--- src/rtl/pmct_pkg.sv ---
`timescale 1ns / 1ps

package pmct_pkg;

  typedef enum logic [1:0] {
    REG_SENSITIVITY = 2'd0,
    REG_SCREEN_COLS = 2'd1,
    REG_SCREEN_ROWS = 2'd2
  } reg_idx_e;

  typedef enum logic [1:0] {
    PH_HEADER = 2'd0,
    PH_X      = 2'd1,
    PH_Y      = 2'd2
  } phase_e;

  typedef enum logic [3:0] {
    ST_IDLE  = 4'b0001,
    ST_CLAMP = 4'b0010,
    ST_DIV   = 4'b0100,
    ST_DONE  = 4'b1000
  } state_e;

  localparam int unsigned HDR_SYNC_BIT = 3;
  localparam int unsigned FINE_W       = 16;
  localparam int unsigned SUM_W        = FINE_W + 2;
  localparam int unsigned DIV_W        = 9;

  localparam logic [7:0]        SENS_RST   = 8'd6;
  localparam logic [7:0]        COLS_RST   = 8'd80;
  localparam logic [6:0]        ROWS_RST   = 7'd25;
  localparam logic [FINE_W-1:0] FINE_X_RST = 16'd474;
  localparam logic [6:0]        POS_MAX    = 7'd127;

endpackage

--- src/rtl/ps2_mouse_packet_cursor_tracker_core.sv ---
`timescale 1ns / 1ps

// PS/2 mouse packet decoder with text-cursor tracking. Mouse bytes come in on
// the input channel; a header byte starts a packet only when its bit 3 is
// set, then the X and Y delta bytes follow. The Y byte of a packet yields one
// request on the output channel with the cursor column and row and the three
// button states. The Y byte is worked in steps: add the deltas and form the
// clamp bounds, clamp, run the bit-serial restoring dividers that produce
// column and row (one quotient bit per cycle, both in parallel), and load the
// output register. While a request is still pending at the output, a further
// Y byte is held off. Configuration writes take effect at the next Y byte.
module ps2_mouse_packet_cursor_tracker_core
  import pmct_pkg::*;
(
  input  logic       clk_i,
  input  logic       rst_ni,

  input  logic       cfg_we_i,
  input  logic [1:0] cfg_idx_i,
  input  logic [7:0] cfg_wdata_i,

  input  logic       in_valid_i,
  output logic       in_stall_o,
  input  logic [7:0] data_byte_i,

  output logic       out_valid_o,
  input  logic       out_stall_i,
  output logic [6:0] cursor_col_o,
  output logic [6:0] cursor_row_o,
  output logic       left_down_o,
  output logic       right_down_o,
  output logic       middle_down_o
);

  logic [7:0] sens_q, cols_q;
  logic [6:0] rows_q;

  phase_e phase_q;
  state_e state_q;
  logic [7:0] header_q, xdelta_q;
  logic [FINE_W-1:0] fine_x_q, fine_y_q;

  logic [SUM_W-1:0]  xsum_q, ysum_q;
  logic [FINE_W-1:0] hx_q, hy_q;
  logic [DIV_W-1:0]  dx_q, dy_q;
  logic [FINE_W-1:0] qx_q, qy_q;
  logic [DIV_W-1:0]  rx_q, ry_q;
  logic [3:0]        cnt_q;

  logic       out_valid_q;
  logic [6:0] col_q, row_q;
  logic [2:0] btn_q;

  logic in_acc;
  logic [7:0] sens_eff, cols_m1;
  logic [DIV_W-1:0] sens_p1;
  logic [FINE_W-1:0] hx_d, hy_d;
  logic [SUM_W-1:0] xsum_d, ysum_d;
  logic [FINE_W-1:0] xcl, ycl;
  logic [DIV_W:0] rxs, rys, rx_sub, ry_sub;
  logic gex, gey;

  assign in_stall_o = (state_q != ST_IDLE) || (out_valid_q && phase_q == PH_Y);
  assign in_acc     = in_valid_i && !in_stall_o;

  always_comb begin
    sens_eff = (sens_q == 8'd0) ? 8'd1 : sens_q;
    cols_m1  = (cols_q == 8'd0) ? 8'd0 : cols_q - 8'd1;
    sens_p1  = {1'b0, sens_eff} + 9'd1;
    hx_d     = {8'd0, cols_m1} * {8'd0, sens_eff};
    hy_d     = {9'd0, rows_q} * {7'd0, sens_p1};
    xsum_d   = {2'b00, fine_x_q} + {{(SUM_W-8){xdelta_q[7]}}, xdelta_q};
    ysum_d   = {2'b00, fine_y_q} - {{(SUM_W-8){data_byte_i[7]}}, data_byte_i};
  end

  always_comb begin
    if (xsum_q[SUM_W-1]) begin
      xcl = '0;
    end else if (xsum_q[SUM_W-2:0] > {1'b0, hx_q}) begin
      xcl = hx_q;
    end else begin
      xcl = xsum_q[FINE_W-1:0];
    end
    if (ysum_q[SUM_W-1]) begin
      ycl = '0;
    end else if (ysum_q[SUM_W-2:0] > {1'b0, hy_q}) begin
      ycl = hy_q;
    end else begin
      ycl = ysum_q[FINE_W-1:0];
    end
  end

  always_comb begin
    rxs    = {rx_q, qx_q[FINE_W-1]};
    rys    = {ry_q, qy_q[FINE_W-1]};
    gex    = rxs >= {1'b0, dx_q};
    gey    = rys >= {1'b0, dy_q};
    rx_sub = gex ? rxs - {1'b0, dx_q} : rxs;
    ry_sub = gey ? rys - {1'b0, dy_q} : rys;
  end

  always_ff @(posedge clk_i or negedge rst_ni) begin
    if (!rst_ni) begin
      sens_q <= SENS_RST;
      cols_q <= COLS_RST;
      rows_q <= ROWS_RST;
    end else if (cfg_we_i) begin
      unique case (cfg_idx_i)
        REG_SENSITIVITY: sens_q <= cfg_wdata_i;
        REG_SCREEN_COLS: cols_q <= cfg_wdata_i;
        REG_SCREEN_ROWS: rows_q <= cfg_wdata_i[6:0];
        default: ;
      endcase
    end
  end

  always_ff @(posedge clk_i or negedge rst_ni) begin
    if (!rst_ni) begin
      phase_q     <= PH_HEADER;
      state_q     <= ST_IDLE;
      header_q    <= '0;
      xdelta_q    <= '0;
      fine_x_q    <= FINE_X_RST;
      fine_y_q    <= '0;
      cnt_q       <= '0;
      out_valid_q <= 1'b0;
    end else begin
      if (out_valid_q && !out_stall_i) begin
        out_valid_q <= 1'b0;
      end
      unique case (state_q)
        ST_IDLE: begin
          if (in_acc) begin
            unique case (phase_q)
              PH_HEADER: begin
                header_q <= data_byte_i;
                if (data_byte_i[HDR_SYNC_BIT]) begin
                  phase_q <= PH_X;
                end
              end
              PH_X: begin
                xdelta_q <= data_byte_i;
                phase_q  <= PH_Y;
              end
              PH_Y: begin
                phase_q <= PH_HEADER;
                state_q <= ST_CLAMP;
              end
              default: phase_q <= PH_HEADER;
            endcase
          end
        end
        ST_CLAMP: begin
          fine_x_q <= xcl;
          fine_y_q <= ycl;
          cnt_q    <= 4'd15;
          state_q  <= ST_DIV;
        end
        ST_DIV: begin
          cnt_q <= cnt_q - 4'd1;
          if (cnt_q == 4'd0) begin
            state_q <= ST_DONE;
          end
        end
        ST_DONE: begin
          out_valid_q <= 1'b1;
          state_q     <= ST_IDLE;
        end
        default: state_q <= ST_IDLE;
      endcase
    end
  end

  always_ff @(posedge clk_i) begin
    if (state_q == ST_IDLE && in_acc && phase_q == PH_Y) begin
      xsum_q <= xsum_d;
      ysum_q <= ysum_d;
      hx_q   <= hx_d;
      hy_q   <= hy_d;
      dx_q   <= {1'b0, sens_eff};
      dy_q   <= sens_p1;
    end
    if (state_q == ST_CLAMP) begin
      qx_q <= xcl;
      qy_q <= ycl;
      rx_q <= '0;
      ry_q <= '0;
    end else if (state_q == ST_DIV) begin
      qx_q <= {qx_q[FINE_W-2:0], gex};
      qy_q <= {qy_q[FINE_W-2:0], gey};
      rx_q <= rx_sub[DIV_W-1:0];
      ry_q <= ry_sub[DIV_W-1:0];
    end
    if (state_q == ST_DONE) begin
      col_q <= (|qx_q[FINE_W-1:7]) ? POS_MAX : qx_q[6:0];
      row_q <= (|qy_q[FINE_W-1:7]) ? POS_MAX : qy_q[6:0];
      btn_q <= header_q[2:0];
    end
  end

  assign out_valid_o   = out_valid_q;
  assign cursor_col_o  = col_q;
  assign cursor_row_o  = row_q;
  assign left_down_o   = btn_q[0];
  assign right_down_o  = btn_q[1];
  assign middle_down_o = btn_q[2];

  a_busy_stalls: assert property (@(posedge clk_i) disable iff (!rst_ni)
    state_q != ST_IDLE |-> in_stall_o)
    else $error("input taken while a packet is in progress");

  a_done_no_overrun: assert property (@(posedge clk_i) disable iff (!rst_ni)
    state_q == ST_DONE |-> !out_valid_q)
    else $error("result would overwrite a pending request");

  a_div_len: assert property (@(posedge clk_i) disable iff (!rst_ni)
    (state_q == ST_DIV && cnt_q == 4'd0) |=> state_q == ST_DONE)
    else $error("divider did not finish after 16 steps");

  a_fine_y_range: assert property (@(posedge clk_i) disable iff (!rst_ni)
    !fine_y_q[FINE_W-1])
    else $error("fine Y position out of range");

endmodule

--- config.mk ---
export PLATFORM = sky130hd
export DESIGN_NAME = ps2_mouse_packet_cursor_tracker_core
export DESIGN_NICKNAME = d
export VERILOG_FILES = /design/src/rtl/pmct_pkg.sv /design/src/rtl/ps2_mouse_packet_cursor_tracker_core.sv
export SDC_FILE = /design/constraint.sdc
export NUM_CORES = 1
export LEC_CHECK = 0
export BUFFER_PORTS_ARGS = -buffer_cell sky130_fd_sc_hd__buf_2
export CORE_ASPECT_RATIO = 1.75
export CORE_UTILIZATION = 40
export CTS_CLUSTER_SIZE = 12
export DETAILED_ROUTE_END_ITERATION = 10
export MAX_ROUTING_LAYER = met4
export PLACE_DENSITY = 0.69
export SYNTH_ARGS = -nofsm -noshare
export SYNTH_HDL_FRONTEND = slang
export SYNTH_SLANG_ARGS = --single-unit
export TNS_END_PERCENT = 5
--- constraint.sdc ---
create_clock -name clk_i -period 7.7 [get_ports clk_i]
set_clock_uncertainty 0.1 [all_clocks]
set_input_delay 0.385 -clock clk_i [delete_from_list [all_inputs] [get_ports clk_i]]
set_output_delay 0.385 -clock clk_i [all_outputs]
set_load 0.05 [all_outputs]
==> results of run 1 <==
==> worst max-delay path, stage by stage (launching register included) <==
cell	delay, ns
dfrtp_1	0.42
or3_1	0.38
or3_1	0.34
nor3b_2	0.19
buf_4	0.23
nor2_1	0.17
nand2_1	0.18
fa_1	0.43
fa_1	0.49
inv_1	0.05
fa_1	0.53
inv_1	0.05
fa_1	0.52
inv_1	0.04
ha_1	0.35
o21ai_0	0.19
a21oi_1	0.07
o41ai_1	0.57
o221ai_1	0.20
a21oi_1	0.21
xnor2_1	0.08
==> logic make-up (layout without fill, tap and decap cells) <==
family / Yosys count / after routing / share of synthesized area
compound gates: 288 / 288 / 0.117
xor+xnor: 69 / 69 / 0.0381
fa+ha+maj: 230 / 230 / 0.216
buf+inv: 208 / 262 / 0.0504
flops: 229 / 229 / 0.398
mux: 47 / 47 / 0.0317
simple gates: 471 / 471 / 0.148
==> area by class of cell <==
cell class	count	area, sq um	area share
repair buffers	56	330	0.0190
clock inverters	3	17.5	0.00101
flip-flops and latches	229	6330	0.365
well taps	490	613	0.0354
clock buffers	39	646	0.0372
multi-input cells	1105	8790	0.507
inverters	164	616	0.0355
==> placed cells by master, fill, tap and decap left out, drive strengths merged, types with 25 or more instances in the layout <==
cell type and count:
a21oi 69, and2 75, buf 52, clkbuf 39, dfrtp 63, edfxtp 134, fa 74, ha 156
inv 164, mux2 26, nand2 171, nand3 25, nor2 63, nor2b 26, nor3 34, o21ai 88
xnor2 49
==> metal layers <==
metal / part of all wire / vias to the layer above / GRT usage
li1: - / 5460 / -
met3: 0.026 / 83 / 0.0145
met5: 0 / - / -
met2: 0.54 / 233 / 0.343
met1: 0.39 / 5534 / 0.191
met4: 0.040 / 0 / 0.0800
==> how the worst max path moves through the flow <==
stage / startpoint / end / slack [ns]
finish: cols_q[2] / hx_q[15] / 1.63
global route: sens_q[2] / hy_q[15] / 1.33
CTS: cols_q[2] / hx_q[15] / 1.63
detailed placement: cols_q[2] / hx_q[15] / 1.65
global placement: cols_q[0] / hx_q[15] / 1.84
floorplan: cols_q[2] / hx_q[15] / 2.03
==> metrics by stage <==
step	worst slack (ns)	std cells
after floorplan	2.03	1542
after global placement	1.84	2040
after detailed placement	1.65	2040
after CTS	1.63	2086
after global routing	1.33	2086
final	1.63	2086
==> timing repair <==
action | 4_1_cts | 5_1_grt
resized for setup | 0 | 0
hold buffers | 4 | 0
hold endpoints to repair | 9 | 0
==> power by group through the flow <==
stage	clock, mW	combinational [mW]	sequential, mW
floorplan	0	2.90	1.88
CTS	1.07	3.62	1.95
global route	1.11	4.14	1.98
finish	1.04	3.60	1.95
global placement	0	3.47	1.96
detailed placement	0	3.58	1.97
==> state kept, by name (all words and copies together) (netlist names), 4 cells and up <==
register      cells
xsum_q           18
ysum_q           18
fine_x_q         16
fine_y_q         16
hx_q             16
hy_q             16
qx_q             16
qy_q             16
dy_q              9
rx_q              9
ry_q              9
cols_q            8
dx_q              8
sens_q            8
xdelta_q          8
cursor_col_o      7
cursor_row_o      7
rows_q            7
cnt_q             4
state_q           4
==> impl_metrics.csv, run 1 <==
group,metric,value,unit
floorplanning,dieWidth,153,um
logic_synthesis,syn_avg_cell_area,10.3,sq um
power,p_total,6.59,mW
placement,hpwl,27000,um
logic_synthesis,synth.top_cell.area_share,0.253,
power,seqPwrFrac,0.296,
grt,gr-total-overflow,0,
sta,tightest_slew,1.19,ns
logic_synthesis,yosysSeqAreaShare,0.398,
placement,port_buffers,41,
placement,place.gp.congestion,0.939,
clocking,clk_latency,0.53,ns
worst_setup_path,cp.arrival,6.24,ns
power,ir_worst_vdd,0.222,mV
logic_synthesis,synth-seq-cells,229,
power,switching_share,0.411,
worst_setup_path,rr_startpoint,"cols_q[2]",
hold_path,hold_class,"input port to register",
finish,utilization,0.443,
sta,final_hold_viol_count,0,
finish,n_fill_cell,3738,
clocking,cts-buffers-inserted,23,
finish,nNetsFinal,1832,
floorplanning,start_util,0.406,
logic_synthesis,synth.area.top_cells,"edfxtp_1 (25%), ha_1 (12%), dfrtp_1 (9.9%), fa_1 (9.3%), nand2_1 (4.0%)",
sta,slew-limit-headroom,0.204,
run,cap_violations,0,
power,pwr-share-clk,0.158,
sta,slew_viol_final,0,
worst_setup_path,worstPathMaxFanout,19,
worst_setup_path,critPathRequiredTime,7.87,ns
logic_synthesis,syn_nets,1795,
finish,final_layout_size_suffix_gt1_frac,0.0909,
floorplanning,dieHeight,266,um
clocking,cts.path.max_buffers,3,
logic_synthesis,synth-edff-count,134,
routing,drc,8,
floorplanning,core_area,39200,sq um
sta,fmax,0.165,GHz
logic_synthesis,synth_cell_types,71,
grt,grt_pass1_wl,57900,um
grt,antenna_found_initial,0,
worst_setup_path,rr_worst_depth,20,
logic_synthesis,synthFlopType,"edfxtp_1",
power,switching_power,2.71,mW
logic_synthesis,yosysTopAreaCell,"edfxtp_1",
finish,final_area,17300,sq um
hold_path,hold_depth,2,
power,p_leak,7.67,nW
clocking,cts_tree,"done",
sta,setup_tns,0,ns
worst_setup_path,path_class,"register to register",
clocking,path_clk_slew,0.06,ns
grt,grt_pass1_vias,11911,
floorplanning,rows,96,
sta,whs,0.0167,ns
clocking,root_buffer,"clkbuf_16",
grt,grt_max_degree,72,
worst_setup_path,reg2reg_to,"hx_q[15]",
logic_synthesis,ys_warn_count,0,
worst_setup_path,r2r_slack,1.63,ns
outcome,run_status,"finished with violations",
worst_setup_path,worst_setup_path_end_kind,"register",
grt,grt_util_all_layers,0.181,
outcome,violations,"DRC",
routing,vias_per_cell,5.42,
sta,setup_violations,0,
logic_synthesis,synth_most_common_cell,"nand2_1",
logic_synthesis,synth-async-reset-ratio,0.336,
routing,ant_nets,0,
clocking,post-cts-setup-buffers,0,
hold_path,min_from,"cfg_wdata_i[7]",
placement,placed_area,16600,sq um
logic_synthesis,netlist_area,15900,sq um
power,powerDensity,380,nW/um^2
logic_synthesis,synthTopCellsByCount,"nand2_1 (171), inv_1 (163), ha_1 (156), edfxtp_1 (134), o21ai_0 (88)",
floorplanning,io_pins,42,
finish,synthToLayoutAreaGrowth,9.19,%
logic_synthesis,synthCells,1542,
sta,post-route-period-util,0.788,
sta,rsz0062_at_grt,"false",
clocking,h-tree-depth,1,
power,intPower,3.88,mW
worst_setup_path,crit_path_start_kind,"register",
routing,dr.pass1.iters,9,
finish,diodes,0,
hold_path,min_to,"sens_q[7]",
clocking,cts.sinks,229,
routing,wirelength,35100,um
floorplanning,die-area,40500,sq um
routing,wl_per_cell,16.8,um
routing,drt-initial-drc-count,715,
sta,fin_crit,6.07,ns
power,combPwrFrac,0.546,
routing,vias,11310,
No activity file was read; power rests on OpenSTA's default activity.
==> run 2: changes to the inputs <==
--- a/config.mk
+++ b/config.mk
@@ -5,13 +5,14 @@
 export SDC_FILE = /design/constraint.sdc
 export NUM_CORES = 1
 export LEC_CHECK = 0
+export ABC_AREA = 1
 export BUFFER_PORTS_ARGS = -buffer_cell sky130_fd_sc_hd__buf_2
 export CORE_ASPECT_RATIO = 1.75
 export CORE_UTILIZATION = 40
 export CTS_CLUSTER_SIZE = 12
 export DETAILED_ROUTE_END_ITERATION = 10
 export MAX_ROUTING_LAYER = met4
-export PLACE_DENSITY = 0.69
+export PLACE_DENSITY = 0.67
 export SYNTH_ARGS = -nofsm -noshare
 export SYNTH_HDL_FRONTEND = slang
 export SYNTH_SLANG_ARGS = --single-unit
==> constraint.sdc (replaced) <==
create_clock -name clk_i -period 5.94 [get_ports clk_i]
set_clock_uncertainty 0.1 [all_clocks]
set_input_delay 0.297 -clock clk_i [delete_from_list [all_inputs] [get_ports clk_i]]
set_output_delay 0.297 -clock clk_i [all_outputs]
set_load 0.05 [all_outputs]
==> run 2 against run 1 <==
Against the previous run:
- the run now ends clean
- non-clock buffer count is 1 higher
- first-iteration DRC count is 15% lower
- synthesized cell count is 27% higher
- setup slack worse by 1.1 ns
- critical path type unchanged
- critical endpoint is now hx_q[13]
- largest cell class unchanged
==> impl_metrics.csv, run 2 <==
group,metric,value,unit
outcome,run_status,"complete, no violations",
floorplanning,rows,97,
power,intPower,4.57,mW
placement,place.gp.congestion,0.931,
power,ir_worst_vdd,0.203,mV
floorplanning,io_pins,42,
routing,ant_nets,0,
power,p_total,7.94,mW
power,combPwrFrac,0.497,
sta,fmax,0.185,GHz
run,cap_violations,0,
logic_synthesis,synth.top_cell.area_share,0.245,
power,p_leak,9.26,nW
grt,grt_pass1_wl,63500,um
sta,post-route-period-util,0.911,
sta,setup_tns,0,ns
logic_synthesis,synthCells,1966,
sta,final_hold_viol_count,0,
clocking,root_buffer,"clkbuf_16",
finish,final_layout_size_suffix_gt1_frac,0.0663,
worst_setup_path,crit_path_start_kind,"register",
finish,final_cell_mix,"nand2_1 (518), inv_1 (339), nor2_1 (177), ha_1 (156), edfxtp_1 (134)",
sta,fin_crit,5.41,ns
clocking,clk_latency,0.53,ns
grt,grt_pass1_vias,13006,
logic_synthesis,synth.area.top_cells,"edfxtp_1 (25%), ha_1 (12%), nand2_1 (12%), dfrtp_1 (9.6%), fa_1 (9.0%)",
routing,vias,12640,
power,seqPwrFrac,0.317,
routing,wl_per_cell,14.9,um
logic_synthesis,syn_nets,2219,
routing,dr.pass1.iters,5,
hold_path,hold_class,"input port to register",
worst_setup_path,critPathRequiredTime,6.12,ns
logic_synthesis,yosysTopAreaCell,"edfxtp_1",
logic_synthesis,syn_avg_cell_area,8.35,sq um
sta,slew_viol_final,0,
sta,slew-limit-headroom,0.334,
worst_setup_path,worstPathMaxFanout,7,
power,switching_power,3.36,mW
logic_synthesis,synth-edff-count,134,
clocking,post-cts-setup-buffers,0,
worst_setup_path,r2r_slack,0.53,ns
grt,gr-total-overflow,0,
floorplanning,dieHeight,270,um
clocking,h-tree-depth,1,
logic_synthesis,synthTopCellsByCount,"nand2_1 (518), inv_1 (339), nor2_1 (179), ha_1 (156), edfxtp_1 (134)",
logic_synthesis,yosysSeqAreaShare,0.386,
clocking,path_clk_slew,0.06,ns
logic_synthesis,synth-async-reset-ratio,0.336,
clocking,cts-buffers-inserted,25,
worst_setup_path,cp.arrival,5.59,ns
power,pwr-share-clk,0.186,
logic_synthesis,synthFlopType,"edfxtp_1",
logic_synthesis,synth_cell_types,48,
sta,setup_violations,0,
placement,hpwl,30300,um
grt,antenna_found_initial,1,
grt,grt_max_degree,53,
sta,tightest_slew,0.996,ns
power,switching_share,0.424,
finish,top_regs,"xsum_q (18), ysum_q (18)",
placement,port_buffers,41,
routing,wirelength,38500,um
logic_synthesis,ys_warn_count,0,
finish,nNetsFinal,2270,
placement,placed_area,17200,sq um
worst_setup_path,path_class,"register to register",
finish,final_area,18100,sq um
clocking,cts.sinks,229,
floorplanning,core_area,40300,sq um
clocking,cts_tree,"done",
floorplanning,start_util,0.407,
routing,drc,0,
finish,layout_commonest_cell,"nand2_1",
floorplanning,dieWidth,155,um
logic_synthesis,synth_most_common_cell,"nand2_1",
routing,drt-initial-drc-count,609,
clocking,cts.path.max_buffers,3,
grt,grt_util_all_layers,0.195,
logic_synthesis,netlist_area,16400,sq um
logic_synthesis,synth-seq-cells,229,
floorplanning,die-area,41900,sq um
worst_setup_path,worst_setup_path_end_kind,"register",
power,powerDensity,440,nW/um^2
routing,vias_per_cell,4.90,
finish,synthToLayoutAreaGrowth,10.0,%
sta,rsz0062_at_grt,"false",
finish,n_fill_cell,3996,
-- run 2: changes by cell type after synthesis, moves of 31 or more --
cell / before / now
nand2_1: 171 / 518
inv_1: 163 / 339
nor2_1: 62 / 179
nand3_1: 25 / 125
and2_1: 75 / 0
xnor2_1: 49 / 18
-- run 2: logic make-up after synthesis --
| logic type | Yosys count | synth area share |
|---|---|---|
| compound gates | 186 | 0.0620 |
| buf+inv | 381 | 0.0901 |
| fa+ha+maj | 230 | 0.209 |
| simple gates | 890 | 0.226 |
| flops | 229 | 0.386 |
| xor+xnor | 50 | 0.0267 |
-- run 2: through the flow --
step	cells	worst slack [ns]	hold slack (ns)	util
finish	2580	0.529	0.0175	0.448
global route	2580	0.0739	0.0212	0.448
CTS	2579	0.483	0.00275	0.448
detailed placement	2524	0.502	0.167	0.427
global placement	2524	0.708	0.169	0.427
floorplan	1966	0.771	-0.0986	-
-- run 2: worst paths after layout --
check                                    end  cells past startpoint           start
max in group asynchronous       fine_y_q[10]                      3          rst_ni
worst min register to register       rx_q[8]                      2         rx_q[8]
worst max register to register      hx_q[13]                     20       cols_q[0]
min in group asynchronous       fine_y_q[15]                      2          rst_ni
worst min-delay path               sens_q[5]                      3  cfg_wdata_i[5]
worst max-delay path                hx_q[13]                     20       cols_q[0]
-- run 2: final cells by class --
type | instances | area [sq um] | share of cell area
Inverter | 348 | 1310 | 0.0724
Timing Repair Buffer | 57 | 353 | 0.0195
Clock buffer | 38 | 694 | 0.0385
Antenna cell | 1 | 2.50 | 0.000139
Clock inverter | 7 | 67.6 | 0.00374
Multi-Input combinational cell | 1356 | 8620 | 0.477
Tap cell | 544 | 681 | 0.0377
Sequential cell | 229 | 6330 | 0.351
-- run 2: per-layer routing --
| layer | up-vias | GRT usage | share of wire |
|---|---|---|---|
| met1 | 5985 | 0.204 | 0.39 |
| met5 | - | - | 0 |
| li1 | 6354 | - | - |
| met2 | 221 | 0.367 | 0.54 |
| met3 | 80 | 0.0180 | 0.029 |
| met4 | 0 | 0.0816 | 0.038 |
-- run 2: power by group through the flow --
stage          clock network [mW]  logic, mW  registers, mW
2_1_floorplan                   0       3.11           2.45
3_3_place_gp                    0       3.84           2.53
3_5_place_dp                    0       3.94           2.54
4_1_cts                      1.51       3.98           2.52
5_1_grt                      1.58       4.56           2.56
6_report                     1.48       3.94           2.52
-- run 2: worst max-delay path, stage by stage, from the launching register on --
cell and delay [ns]:
dfrtp_1 0.40, inv_1 0.11, ha_1 0.15, nand3_1 0.08, nor3_1 0.35, inv_1 0.17
nand2_1 0.27, nor2_1 0.11, fa_1 0.48, fa_1 0.54, fa_1 0.55, inv_1 0.05
fa_1 0.52, inv_1 0.04, ha_1 0.38, a21oi_1 0.12, o21ai_0 0.26, o21bai_1 0.19
nand3_1 0.14, nand3_1 0.10, nand2_1 0.06
-- run 2: timing repair --
action	4_1_cts	5_1_grt
hold endpoints to repair	38	0
hold buffers	10	0
setup endpoints to repair	0	1
resized for setup	0	1
==> run 3: changes to the inputs <==
--- a/config.mk
+++ b/config.mk
@@ -9,6 +9,7 @@
 export BUFFER_PORTS_ARGS = -buffer_cell sky130_fd_sc_hd__buf_2
 export CORE_ASPECT_RATIO = 1.75
 export CORE_UTILIZATION = 40
+export CTS_BUF_LIST = sky130_fd_sc_hd__clkbuf_16
 export CTS_CLUSTER_SIZE = 12
 export DETAILED_ROUTE_END_ITERATION = 10
 export MAX_ROUTING_LAYER = met4
==> run 3 against run 2 <==
Against the previous run:
- flip-flop and latch count stayed put
- via count about the same
- count of clock-buffer cells in the layout is 13 lower
- fmax is 0.42% higher
- register-to-register slack gained 0.02 ns
- cell count did not move
- total power fell by 0.51%
- sequential share of layout area barely moved
- combinational power barely moved
- critical path type unchanged
- critical endpoint unchanged
==> impl_metrics.csv, run 3 (same netlist as run 2, synthesis figures left out) <==
group,metric,value,unit
floorplanning,start_util,0.407,
worst_setup_path,path_class,"register to register",
floorplanning,dieHeight,270,um
worst_setup_path,timing.critical_path.to,"hx_q[13]",
sta,post-route-period-util,0.907,
sta,rsz0062_at_grt,"false",
power,ir_worst_vdd,0.204,mV
routing,drt-initial-drc-count,663,
power,powerDensity,438,nW/um^2
placement,place.gp.congestion,0.931,
clocking,path_clk_slew,0.06,ns
worst_setup_path,crit_path_start_kind,"register",
worst_setup_path,rr_startpoint,"cols_q[0]",
floorplanning,io_pins,42,
power,p_leak,9.30,nW
placement,dp_cells,2524,
grt,grt_util_all_layers,0.195,
sta,slew-limit-headroom,0.332,
routing,dr.pass1.iters,5,
clocking,cts.path.max_buffers,3,
outcome,run_status,"complete, no violations",
worst_setup_path,crit_start,"cols_q[0]",
clocking,h-tree-depth,1,
worst_setup_path,worst_setup_path_end_kind,"register",
clocking,post-cts-setup-buffers,0,
finish,synthToLayoutAreaGrowth,9.88,%
sta,fin_crit,5.39,ns
floorplanning,core_area,40300,sq um
placement,hpwl,30300,um
worst_setup_path,reg2reg_to,"hx_q[13]",
finish,nNetsFinal,2270,
clocking,root_buffer,"clkbuf_16",
routing,drc,0,
sta,tightest_slew,0.999,ns
grt,grt_pass1_wl,63500,um
worst_setup_path,rr_worst_depth,20,
clocking,cts.sinks,229,
grt,antenna_found_initial,1,
routing,wirelength,38500,um
worst_setup_path,critPathRequiredTime,6.12,ns
sta,setup_tns,0,ns
grt,grt_max_degree,53,
worst_setup_path,worstPathMaxFanout,7,
clocking,clk_latency,0.53,ns
finish,instances_no_fill,2580,
worst_setup_path,cp.arrival,5.57,ns
routing,ant_nets,0,
routing,vias,12651,
finish,top_regs,"xsum_q (18), ysum_q (18)",
clocking,cts_tree,"done",
sta,setup_violations,0,
placement,port_buffers,41,
grt,grt_pass1_vias,12983,
sta,slew_viol_final,0,
worst_setup_path,r2r_slack,0.55,ns
floorplanning,die-area,41900,sq um
sta,final_hold_viol_count,0,
floorplanning,dieWidth,155,um
routing,vias_per_cell,4.90,
hold_path,hold_class,"input port to register",
finish,final_layout_size_suffix_gt1_frac,0.0658,
floorplanning,rows,97,
run,cap_violations,0,
finish,layout_commonest_cell,"nand2_1",
finish,final_cell_mix,"nand2_1 (518), inv_1 (350), nor2_1 (177), ha_1 (156), edfxtp_1 (134)",
sta,fmax,0.186,GHz
routing,wl_per_cell,14.9,um
clocking,cts-buffers-inserted,25,
grt,gr-total-overflow,0,
[run 3: metal layers]
| metal | GRT usage | part of all wire | up-vias |
|---|---|---|---|
| li1 | - | - | 6356 |
| met1 | 0.205 | 0.39 | 5997 |
| met2 | 0.368 | 0.54 | 224 |
| met3 | 0.0180 | 0.029 | 74 |
| met4 | 0.0792 | 0.037 | 0 |
| met5 | - | 0 | - |
[run 3: critical path: stages (launching register included)]
cell,delay (ns)
dfrtp_1,0.40
inv_1,0.11
ha_1,0.15
nand3_1,0.08
nor3_1,0.35
inv_1,0.17
nand2_1,0.27
nor2_1,0.11
fa_1,0.48
fa_1,0.54
fa_1,0.55
inv_1,0.05
fa_1,0.52
inv_1,0.04
ha_1,0.38
a21oi_1,0.12
o21ai_0,0.24
o21bai_1,0.19
nand3_1,0.14
nand3_1,0.10
nand2_1,0.06
[run 3: area by class of cell]
class                      instances  area [sq um]
antenna                            1          2.50
clock buffer                      25           626
clock inverter                    20           116
fill                            3999         22300
inverter                         348          1310
multi-input combinational       1356          8620
sequential                       229          6330
tap                              544           681
timing repair buffer              57           353
[run 3: stage by stage]
step                      total power, mW   util  hold slack [ns]  setup slack, ns  instance area (sq um)
after floorplan                      5.56      -          -0.0986            0.771                  16400
after detailed placement             6.49  0.427            0.167            0.502                  17200
after global placement               6.37  0.427            0.169            0.708                  17200
after global routing                 8.65  0.448           0.0209           0.0742                  18000
after CTS                            7.97  0.447          0.00290            0.484                  18000
final                                7.90  0.448           0.0187            0.552                  18000
[run 3: worst min path at each step]
stage	slack [ns]	from	depth (start not counted)	end
after floorplan	-0.1	rst_ni	0	cnt_q[0]
after global placement	0.17	rst_ni	1	cols_q[5]
after detailed placement	0.17	rst_ni	1	cols_q[5]
after CTS	0.003	data_byte_i[4]	3	xdelta_q[4]
after global routing	0.02	data_byte_i[2]	3	xdelta_q[2]
final	0.02	cfg_wdata_i[5]	3	sens_q[5]
[run 3: where the power goes]
part           internal (mW)  switching (mW)  total [mW]  leakage, nW
Sequential              2.25           0.265        2.52         2.28
Clock                  0.805           0.629        1.43        0.411
Combinational           1.47            2.47        3.95         6.60
Total                   4.53            3.37        7.90         9.30
[run 3: repair_timing]
action,in CTS,in global routing
endpoints found under the hold margin,38,0
resized for setup,0,1
setup endpoints to repair,0,1
hold buffers,10,0
